### config.mk
export PLATFORM = sky130hd
export DESIGN_NAME = dics_front
export DESIGN_NICKNAME = d
export VERILOG_FILES = /design/src/dics_pkg.sv /design/src/dics_front.sv
export SDC_FILE = /design/constraint.sdc
export NUM_CORES = 1
export LEC_CHECK = 0
export BUFFER_PORTS_ARGS = -buffer_cell sky130_fd_sc_hd__buf_2
export CAP_MARGIN = 20
export CORE_MARGIN = 5
export CORE_UTILIZATION = 47
export DETAILED_ROUTE_END_ITERATION = 8
export PLACE_DENSITY = 0.78
export SYNTH_ARGS = -nofsm -noshare
export SYNTH_HDL_FRONTEND = slang
export SYNTH_SLANG_ARGS = --single-unit
### constraint.sdc
create_clock -name clk -period 4.4 [get_ports clk]
set_input_delay 0.66 -clock clk [delete_from_list [all_inputs] [get_ports clk]]
set_output_delay 0.66 -clock clk [all_outputs]
set_load 0.03 [all_outputs]
### src/dics_pkg.sv
// ============================================================================
// dics_pkg: shared types and constants of the discrete inverse-CDF sampler
// Field widths, table capacity, request and status codes, and the command
// record that travels from the front queue to the search engine.
// ============================================================================
package dics_pkg;

    // Table capacity and the widths that follow from it.
    localparam int MAX_ENTRIES = 256;
    localparam int IDX_W       = $clog2(MAX_ENTRIES);
    localparam int CNT_W       = $clog2(MAX_ENTRIES + 1);

    // Fixed field widths.
    localparam int REQ_W    = 2;
    localparam int ENERGY_W = 24;
    localparam int WEIGHT_W = 16;
    localparam int RAND_W   = 32;
    localparam int CUM_W    = 24;
    localparam int BIN_W    = 8;
    localparam int STATUS_W = 2;
    localparam int PROD_W   = RAND_W + CUM_W;

    // Stream payload widths (tdata rounded up to whole bytes).
    localparam int S_DATA_W = ((ENERGY_W + WEIGHT_W + RAND_W + 7) / 8) * 8;
    localparam int M_DATA_W = ((ENERGY_W + BIN_W + 7) / 8) * 8;

    // Depth of the queue between front and back.
    localparam int QUEUE_DEPTH = 2;
    localparam int QPTR_W      = $clog2(QUEUE_DEPTH);
    localparam int QCNT_W      = $clog2(QUEUE_DEPTH + 1);

    localparam logic [ENERGY_W-1:0] DEFAULT_ENERGY_RST = ENERGY_W'(1000);

    typedef enum logic [REQ_W-1:0] {
        REQ_APPEND = 2'd0,
        REQ_SAMPLE = 2'd1,
        REQ_CLEAR  = 2'd2,
        REQ_NONE   = 2'd3
    } req_t;

    typedef enum logic [STATUS_W-1:0] {
        STAT_OK    = 2'd0,
        STAT_EMPTY = 2'd1,
        STAT_FULL  = 2'd2
    } status_t;

    typedef enum logic [1:0] {
        ST_IDLE,
        ST_MUL,
        ST_SEARCH,
        ST_ENERGY
    } eng_state_t;

    typedef struct packed {
        req_t                req;
        logic [ENERGY_W-1:0] energy;
        logic [WEIGHT_W-1:0] weight;
        logic [RAND_W-1:0]   rand_val;
    } cmd_t;

endpackage

### src/dics_front.sv
// ============================================================================
// dics_front: request intake and command queue
// Accepts requests from the input stream, decodes the request kind and holds
// them in a short queue until the engine takes them.
// ============================================================================
module dics_front (
    input  logic                          clk,
    input  logic                          rst_n,
    input  logic                          s_tvalid,
    output logic                          s_tready,
    input  logic [dics_pkg::S_DATA_W-1:0] s_tdata,
    input  logic [dics_pkg::REQ_W-1:0]    s_tuser,
    output logic                          q_valid,
    input  logic                          q_ready,
    output dics_pkg::cmd_t                q_cmd
);

    dics_pkg::cmd_t                    queue_reg [dics_pkg::QUEUE_DEPTH];
    logic [dics_pkg::QPTR_W-1:0]       wr_ptr_reg;
    logic [dics_pkg::QPTR_W-1:0]       wr_ptr_next;
    logic [dics_pkg::QPTR_W-1:0]       rd_ptr_reg;
    logic [dics_pkg::QPTR_W-1:0]       rd_ptr_next;
    logic [dics_pkg::QCNT_W-1:0]       fill_reg;
    logic [dics_pkg::QCNT_W-1:0]       fill_next;
    dics_pkg::cmd_t                    cmd_in;
    logic                              push;
    logic                              pop;

    // Classify the request kind and unpack the payload.
    always_comb
    begin
        unique case (s_tuser)
            2'd0:    cmd_in.req = dics_pkg::REQ_APPEND;
            2'd1:    cmd_in.req = dics_pkg::REQ_SAMPLE;
            2'd2:    cmd_in.req = dics_pkg::REQ_CLEAR;
            default: cmd_in.req = dics_pkg::REQ_NONE;
        endcase
        cmd_in.energy   = s_tdata[dics_pkg::ENERGY_W-1:0];
        cmd_in.weight   = s_tdata[dics_pkg::ENERGY_W +: dics_pkg::WEIGHT_W];
        cmd_in.rand_val = s_tdata[dics_pkg::ENERGY_W + dics_pkg::WEIGHT_W +: dics_pkg::RAND_W];
    end

    assign s_tready = (fill_reg != dics_pkg::QCNT_W'(dics_pkg::QUEUE_DEPTH));
    assign q_valid  = (fill_reg != '0);
    assign q_cmd    = queue_reg[rd_ptr_reg];
    assign push     = s_tvalid && s_tready;
    assign pop      = q_valid && q_ready;

    always_comb
    begin
        wr_ptr_next = wr_ptr_reg;
        rd_ptr_next = rd_ptr_reg;
        fill_next   = fill_reg;
        if (push)
        begin
            wr_ptr_next = (wr_ptr_reg == dics_pkg::QPTR_W'(dics_pkg::QUEUE_DEPTH - 1))
                        ? '0 : wr_ptr_reg + 1'b1;
        end
        if (pop)
        begin
            rd_ptr_next = (rd_ptr_reg == dics_pkg::QPTR_W'(dics_pkg::QUEUE_DEPTH - 1))
                        ? '0 : rd_ptr_reg + 1'b1;
        end
        if (push && !pop)
        begin
            fill_next = fill_reg + 1'b1;
        end
        else if (pop && !push)
        begin
            fill_next = fill_reg - 1'b1;
        end
    end

    always_ff @(posedge clk or negedge rst_n)
    begin
        if (!rst_n)
        begin
            wr_ptr_reg <= '0;
            rd_ptr_reg <= '0;
            fill_reg   <= '0;
        end
        else
        begin
            wr_ptr_reg <= wr_ptr_next;
            rd_ptr_reg <= rd_ptr_next;
            fill_reg   <= fill_next;
        end
    end

    always_ff @(posedge clk)
    begin
        if (push)
        begin
            queue_reg[wr_ptr_reg] <= cmd_in;
        end
    end

endmodule

==> run_results.csv, run 1 <==
group,metric,value,unit
final_layout,layout-drive-gt1-share,0.607,
floorplan,die_h,121,um
logic_synthesis,synth_top_cell_by_area,"sky130_fd_sc_hd__edfxtp_1",
floorplan,floorplan.die_area,14500,um^2
final_layout,finalNetCount,495,
global_routing,grt_antenna_before_repair,2,
logic_synthesis,post_synth_edffs,148,
logic_synthesis,dominant_cell_by_count_in_the_synthesized_netlist,"sky130_fd_sc_hd__edfxtp_1",
timing,tightestPinTransition,1020,ps
clock_tree,cts.clk_slew.worst_paths,50,ps
placement,io_buffers,153,
timing,max-slew-margin-rel,0.323,
clock_tree,htreeDepth,4,
detailed_routing,dr_total_vias,2804,
power,leakagePower,2.91,nW
timing,max_freq,0.340,GHz
floorplan,die_w,121,um
global_routing,globalRouteTotalUtil,0.145,
timing,timing.clock.skew,7.19,ps
logic_synthesis,yosysSeqAreaShare,0.791,
detailed_routing,dr.first_iter.drc_count,189,
floorplan,fp.coreArea,12000,um^2
floorplan,placement_rows,40,
timing,min_period_over_period,0.668,
clock_tree,cts_hold_repair.buffers,0,
timing,grt_setup_unrepaired,"no",
worst_hold_path,timing.hold.worst.class,"primary input to async pin",
logic_synthesis,yosysWarnings,0,
power,switching_fraction_of_total_power,0.330,
clock_tree,post_cts_resized,0,
global_routing,grt_pass1_wl,15500,um
power,p_clk_frac,0.268,
detailed_routing,first_pass_iters,4,
placement,gp_congestion,0.701,
logic_synthesis,async_reset_ff_frac,0.0263,
power,power-per-cell-area,764,nW/um^2
power,share_comb_of_total_power,0.350,
critical_path,rrSetupSlack,2500,ps
power,power.switching,1.84,mW
clock_tree,cts_tree,"done",
global_routing,grt_overflow_total,0,
timing,report.final.hold_viol_count,0,
detailed_routing,detail_route.wirelength,10000,um
floorplan,io-pin-count,154,
detailed_routing,wire_per_inst,17.5,um
timing,layout_setup_ws,1460,ps
clock_tree,cts.root.buffer_cell,"sky130_fd_sc_hd__clkbuf_16",
logic_synthesis,synth_cell_types,16,
timing,finalSetupViolations,0,
final_layout,n_antenna_cell,0,
placement,pre_cts_ws,1640,ps
logic_synthesis,ffs_latches_synth,152,
timing,tns,0,ps
clock_tree,clock-sinks,152,
global_routing,maximum_number_of_pins_on_one_net_before_global_route_repair,75,
power,report.power.total,5.59,mW
timing,drv_slew,0,
logic_synthesis,synth_cells,250,
detailed_routing,antenna_left,0,
detailed_routing,residual_drc,0,
detailed_routing,routed_via_density,4.88,
power,power.sequential.fraction,0.382,
logic_synthesis,synthesis.nets,329,
final_layout,flow.area_growth_from_synthesis,27.3,%
critical_path,element_type_at_the_critical_path_end,"primary output",
run_status,outcome,"complete, no violations",
clock_tree,clk-insertion-delay-late,410,ps
logic_synthesis,synth_area_per_cell,23.0,um^2
logic_synthesis,synth_top_area_frac,0.774,
logic_synthesis,ys_top_cells_by_area,"sky130_fd_sc_hd__edfxtp_1 77%, sky130_fd_sc_hd__mux2_4 13%, sky130_fd_sc_hd__mux2_2 4.7%, sky130_fd_sc_hd__dfrtp_1 1.7%, sky130_fd_sc_hd__buf_6 1.2%",
critical_path,crit_fanout,43,
final_layout,number_of_flip_flops_in_the_largest_register,148,
final_layout,postLayoutCoreUtil,0.609,
logic_synthesis,dominantRegCellSynth,"sky130_fd_sc_hd__edfxtp_1",
logic_synthesis,synthTopCellsByCount,"148 x sky130_fd_sc_hd__edfxtp_1, 50 x sky130_fd_sc_hd__mux2_4, 24 x sky130_fd_sc_hd__mux2_2, 6 x sky130_fd_sc_hd__buf_6, 4 x sky130_fd_sc_hd__dfrtp_1",
critical_path,crit_arrival,2280,ps
placement,place_hpwl,6500,um
logic_synthesis,post_synth_instance_area,5740,um^2
floorplan,starting_density_of_the_core,0.478,
clock_tree,cts_setup_buffers,0,
critical_path,start_kind,"register",
power,cell_internal_pwr,3.74,mW
critical_path,setup.worst_path.class,"register to primary output",
global_routing,via_count_of_the_first_global_routing_pass,3076,
job,max_cap_viol_count,0,
power,ir_worst_vdd,568,uV
clock_tree,cts_buffers,17,
clock_tree,cts_max_path_buffers,2,
critical_path,cp_data_required_time,3740,ps
timing,period_minus_slack,2940,ps
==> cell families after synthesis <==
family / after synthesis / synth area share
AND/OR/NAND/NOR: 7 / 0.00588
XOR/XNOR: 5 / 0.00763
adder cells (fa/ha/maj): 1 / 0.00218
buffers and inverters: 11 / 0.0155
flip-flops: 152 / 0.791
multiplexers: 74 / 0.178
==> path summary, 6_finish.rpt <==
path	endpoint	cells past startpoint	startpoint
max in group asynchronous	rd_ptr_reg$_DFFE_PN0P_	1	rst_n
setup / recovery	q_cmd[72]	4	rd_ptr_reg$_DFFE_PN0P_
hold reg to reg	fill_reg[1]$_DFFE_PN0P_	1	fill_reg[1]$_DFFE_PN0P_
min in group clk	queue_reg[1][42]$_DFFE_PP_	1	s_tdata[34]
hold / removal	wr_ptr_reg$_DFFE_PN0P_	1	rst_n
setup reg to reg	queue_reg[1][71]$_DFFE_PP_	2	fill_reg[0]$_DFFE_PN0P_
==> power by group through the flow <==
| stage | combinational (mW) | sequential (mW) | clock [mW] |
|---|---|---|---|
| floorplan | 1.57 | 2.09 | 0 |
| global placement | 1.85 | 2.24 | 0 |
| detailed placement | 1.87 | 2.27 | 0 |
| CTS | 1.87 | 2.24 | 1.53 |
| global route | 2.07 | 2.17 | 1.60 |
| finish | 1.96 | 2.13 | 1.50 |
==> area by class of cell <==
class	instances	area, um^2
Clock buffer	18	429
Tap cell	147	184
Sequential cell	152	4550
Inverter	1	3.75
Clock inverter	13	184
Fill cell	866	4700
Multi-Input combinational cell	87	1120
Timing Repair Buffer	157	841
==> stage by stage <==
step	cell area, um^2	std cells	hold slack (ps)
floorplan	5750	250	364
global placement	6650	542	467
detailed placement	6650	542	474
CTS	7270	573	26.1
global route	7310	575	24.0
finish	7310	575	44.6
==> layout by cell type (no fill, tap or decap) <==
master                      count
sky130_fd_sc_hd__buf_2        153
sky130_fd_sc_hd__edfxtp_1     148
sky130_fd_sc_hd__mux2_4        50
sky130_fd_sc_hd__mux2_2        24
sky130_fd_sc_hd__clkbuf_16     17
sky130_fd_sc_hd__clkinv_1       5
sky130_fd_sc_hd__bufinv_16      5
sky130_fd_sc_hd__xnor2_1        3
sky130_fd_sc_hd__clkinv_2       3
sky130_fd_sc_hd__dfrtp_1        3
sky130_fd_sc_hd__nand2_1        2
sky130_fd_sc_hd__xor2_1         2
sky130_fd_sc_hd__buf_12         2
sky130_fd_sc_hd__nand2b_1       1
sky130_fd_sc_hd__inv_1          1
sky130_fd_sc_hd__or2_2          1
sky130_fd_sc_hd__and3_4         1
sky130_fd_sc_hd__nor2_4         1
sky130_fd_sc_hd__nor2_1         1
sky130_fd_sc_hd__ha_1           1
sky130_fd_sc_hd__clkbuf_1       1
sky130_fd_sc_hd__buf_16         1
sky130_fd_sc_hd__buf_4          1
sky130_fd_sc_hd__dfrtp_4        1
==> metal layers <==
layer | vias up | track usage | routed length [um]
met4 | 4 | 0.0588 | 143
met2 | 115 | 0.238 | 5070
li1 | 1319 | - | -
met3 | 17 | 0.0758 | 848
met1 | 1349 | 0.158 | 3950
met5 | - | 0 | 22
==> worst max-delay path, cell delays in order (launching register included) <==
cell and delay (ps):
sky130_fd_sc_hd__dfrtp_4 740, sky130_fd_sc_hd__buf_16 310, sky130_fd_sc_hd__buf_4 260, sky130_fd_sc_hd__mux2_4 310, sky130_fd_sc_hd__buf_2 190
Power figures use the tool's default switching activity.
==> inputs of run 2 (changes only) <==
Settings changed: CORE_UTILIZATION 47 to 52, PLACE_DENSITY 0.78 to 0.82.
Clock period 4.4 ns to 2.97 ns, I/O delays scaled along.
==> run 2 against run 1 <==
  * Worst setup slack worse by 880 ps
  * Sequential share of layout area down 0.20 points
  * Combinational power up 51%
  * Count of clock-buffer cells in the layout up 6
  * Non-clock buffer count up 2
  * Critical endpoint is now q_cmd[49]
  * Wire length down 1.6%
  * Sequential power up 45%
  * Register-to-register slack worse by 1300 ps
  * Highest routed layer is now met4
  * Clock power up 53%
  * Worst hold slack better by 78 ps
  * Utilization up 6.8 points
==> run_results.csv, run 2 (synthesis gave the netlist of run 1 again) <==
group,metric,value,unit
global_routing,via_count_of_the_first_global_routing_pass,3048,
critical_path,element_type_at_the_critical_path_end,"primary output",
power,power-per-cell-area,1140,nW/um^2
job,max_cap_viol_count,0,
critical_path,crit_arrival,1940,ps
floorplan,placement_rows,38,
placement,placement.cell_area,6680,um^2
run_status,outcome,"complete, no violations",
timing,grt_setup_unrepaired,"no",
clock_tree,cts.root.buffer_cell,"sky130_fd_sc_hd__clkbuf_8",
global_routing,grt_antenna_before_repair,0,
final_layout,postLayoutCoreUtil,0.677,
critical_path,cp_data_required_time,2520,ps
critical_path,start_kind,"register",
final_layout,mostFrequentLayoutCells,"153 x sky130_fd_sc_hd__buf_2, 148 x sky130_fd_sc_hd__edfxtp_1, 50 x sky130_fd_sc_hd__mux2_4",
clock_tree,cts.clk_slew.worst_paths,60,ps
detailed_routing,dr_total_vias,2819,
final_layout,num-fill-cells,710,
timing,max_freq,0.420,GHz
final_layout,most_frequent_standard_cell_in_the_layout_excluding_fill_and_tap_cells,"sky130_fd_sc_hd__buf_2",
clock_tree,cts_setup_buffers,0,
clock_tree,cts_buffers,17,
critical_path,crit_fanout,31,
final_layout,postLayoutCellArea,7340,um^2
detailed_routing,dr.first_iter.drc_count,104,
detailed_routing,antenna_left,0,
timing,min_period_over_period,0.802,
detailed_routing,residual_drc,0,
timing,finalHoldWorstSlack,122,ps
detailed_routing,first_pass_iters,4,
final_layout,flow.area_growth_from_synthesis,27.7,%
timing,tightestPinTransition,548,ps
global_routing,globalRouteTotalUtil,0.153,
floorplan,fp.coreArea,10800,um^2
final_layout,n_antenna_cell,0,
floorplan,floorplan.die_area,13200,um^2
power,ir_worst_vdd,666,uV
placement,place_hpwl,6570,um
critical_path,setup.worst_path.class,"register to primary output",
clock_tree,cts_tree,"done",
final_layout,layout-drive-gt1-share,0.615,
detailed_routing,routed_via_density,4.94,
final_layout,number_of_flip_flops_in_the_largest_register,148,
detailed_routing,wire_per_inst,17.3,um
global_routing,grt_pass1_wl,14900,um
detailed_routing,detail_route.wirelength,9870,um
timing,timing.clock.skew,5.40,ps
floorplan,io-pin-count,154,
timing,finalSetupViolations,0,
power,report.power.total,8.33,mW
placement,pre_cts_ws,1110,ps
global_routing,grt_overflow_total,0,
worst_hold_path,timing.hold.worst.class,"primary input to register",
placement,gp_congestion,0.758,
floorplan,die_w,115,um
floorplan,starting_density_of_the_core,0.530,
final_layout,finalNetCount,497,
timing,tns,0,ps
clock_tree,clk-insertion-delay-late,510,ps
clock_tree,clock-sinks,152,
timing,layout_setup_ws,587,ps
power,leakagePower,2.93,nW
timing,period_minus_slack,2380,ps
timing,max-slew-margin-rel,0.635,
final_layout,instances_no_fill,571,
timing,report.final.hold_viol_count,0,
placement,numPlacedInstances,538,
floorplan,die_h,115,um
clock_tree,htreeDepth,4,
global_routing,maximum_number_of_pins_on_one_net_before_global_route_repair,45,
timing,drv_slew,0,
clock_tree,cts_max_path_buffers,2,
placement,io_buffers,153,
run 2: cell count changes in the layout (fill, tap and decap cells not counted):
cell | previous run | this run
sky130_fd_sc_hd__clkbuf_8 | 0 | 5
sky130_fd_sc_hd__clkinv_1 | 5 | 0
sky130_fd_sc_hd__buf_4 | 1 | 3
sky130_fd_sc_hd__clkbuf_1 | 1 | 3
sky130_fd_sc_hd__buf_16 | 1 | 0
sky130_fd_sc_hd__clkbuf_16 | 17 | 16
sky130_fd_sc_hd__clkinv_2 | 3 | 2
sky130_fd_sc_hd__clkinvlp_4 | 0 | 1
sky130_fd_sc_hd__dlygate4sd3_1 | 0 | 1
run 2: final timing paths:
check | start | end | slack [ps] | cells past startpoint
max in group asynchronous | rst_n | rd_ptr_reg$_DFFE_PN0P_ | 2570 | 2
setup / recovery | rd_ptr_reg$_DFFE_PN0P_ | q_cmd[49] | 590 | 3
min in group asynchronous | rst_n | fill_reg[0]$_DFFE_PN0P_ | 260 | 2
hold reg to reg | fill_reg[1]$_DFFE_PN0P_ | fill_reg[1]$_DFFE_PN0P_ | 540 | 1
setup reg to reg | fill_reg[0]$_DFFE_PN0P_ | queue_reg[1][62]$_DFFE_PP_ | 1200 | 3
hold / removal | s_tdata[13] | queue_reg[0][61]$_DFFE_PP_ | 120 | 1
run 2: layout make-up:
type	instances	area, um^2	share of cell area
inverter	1	3.75	0.000512
clock buffer	24	480	0.0655
multi-input combinational	87	1120	0.153
clock inverter	8	168	0.0229
timing repair buffer	159	838	0.114
sequential	152	4550	0.620
tap	140	175	0.0239
run 2: what timing repair did:
item / in CTS / in global routing
hold buffers: 1 / 0
gates resized for setup: 0 / 0
endpoints found under the hold margin: 4 / 0
run 2: routing by layer:
layer | part of all wire | global-route usage | vias to the layer above | wire [um]
li1 | - | - | 1320 | -
met1 | 0.38 | 0.171 | 1373 | 3800
met2 | 0.52 | 0.265 | 107 | 5140
met3 | 0.076 | 0.0484 | 19 | 748
met4 | 0.019 | 0.0720 | 0 | 184
met5 | 0 | 0 | - | 0
run 2: worst max-delay path, cell delays in order (launching register included):
cell                      delay, ps
sky130_fd_sc_hd__dfrtp_4        420
sky130_fd_sc_hd__buf_4          410
sky130_fd_sc_hd__mux2_2         400
sky130_fd_sc_hd__buf_2          180
run 2: power breakdown:
group	leakage, nW	switching, mW	internal [mW]
clock	0.315	0.757	1.54
combinational	1.19	1.83	1.13
sequential	1.42	0.138	2.94
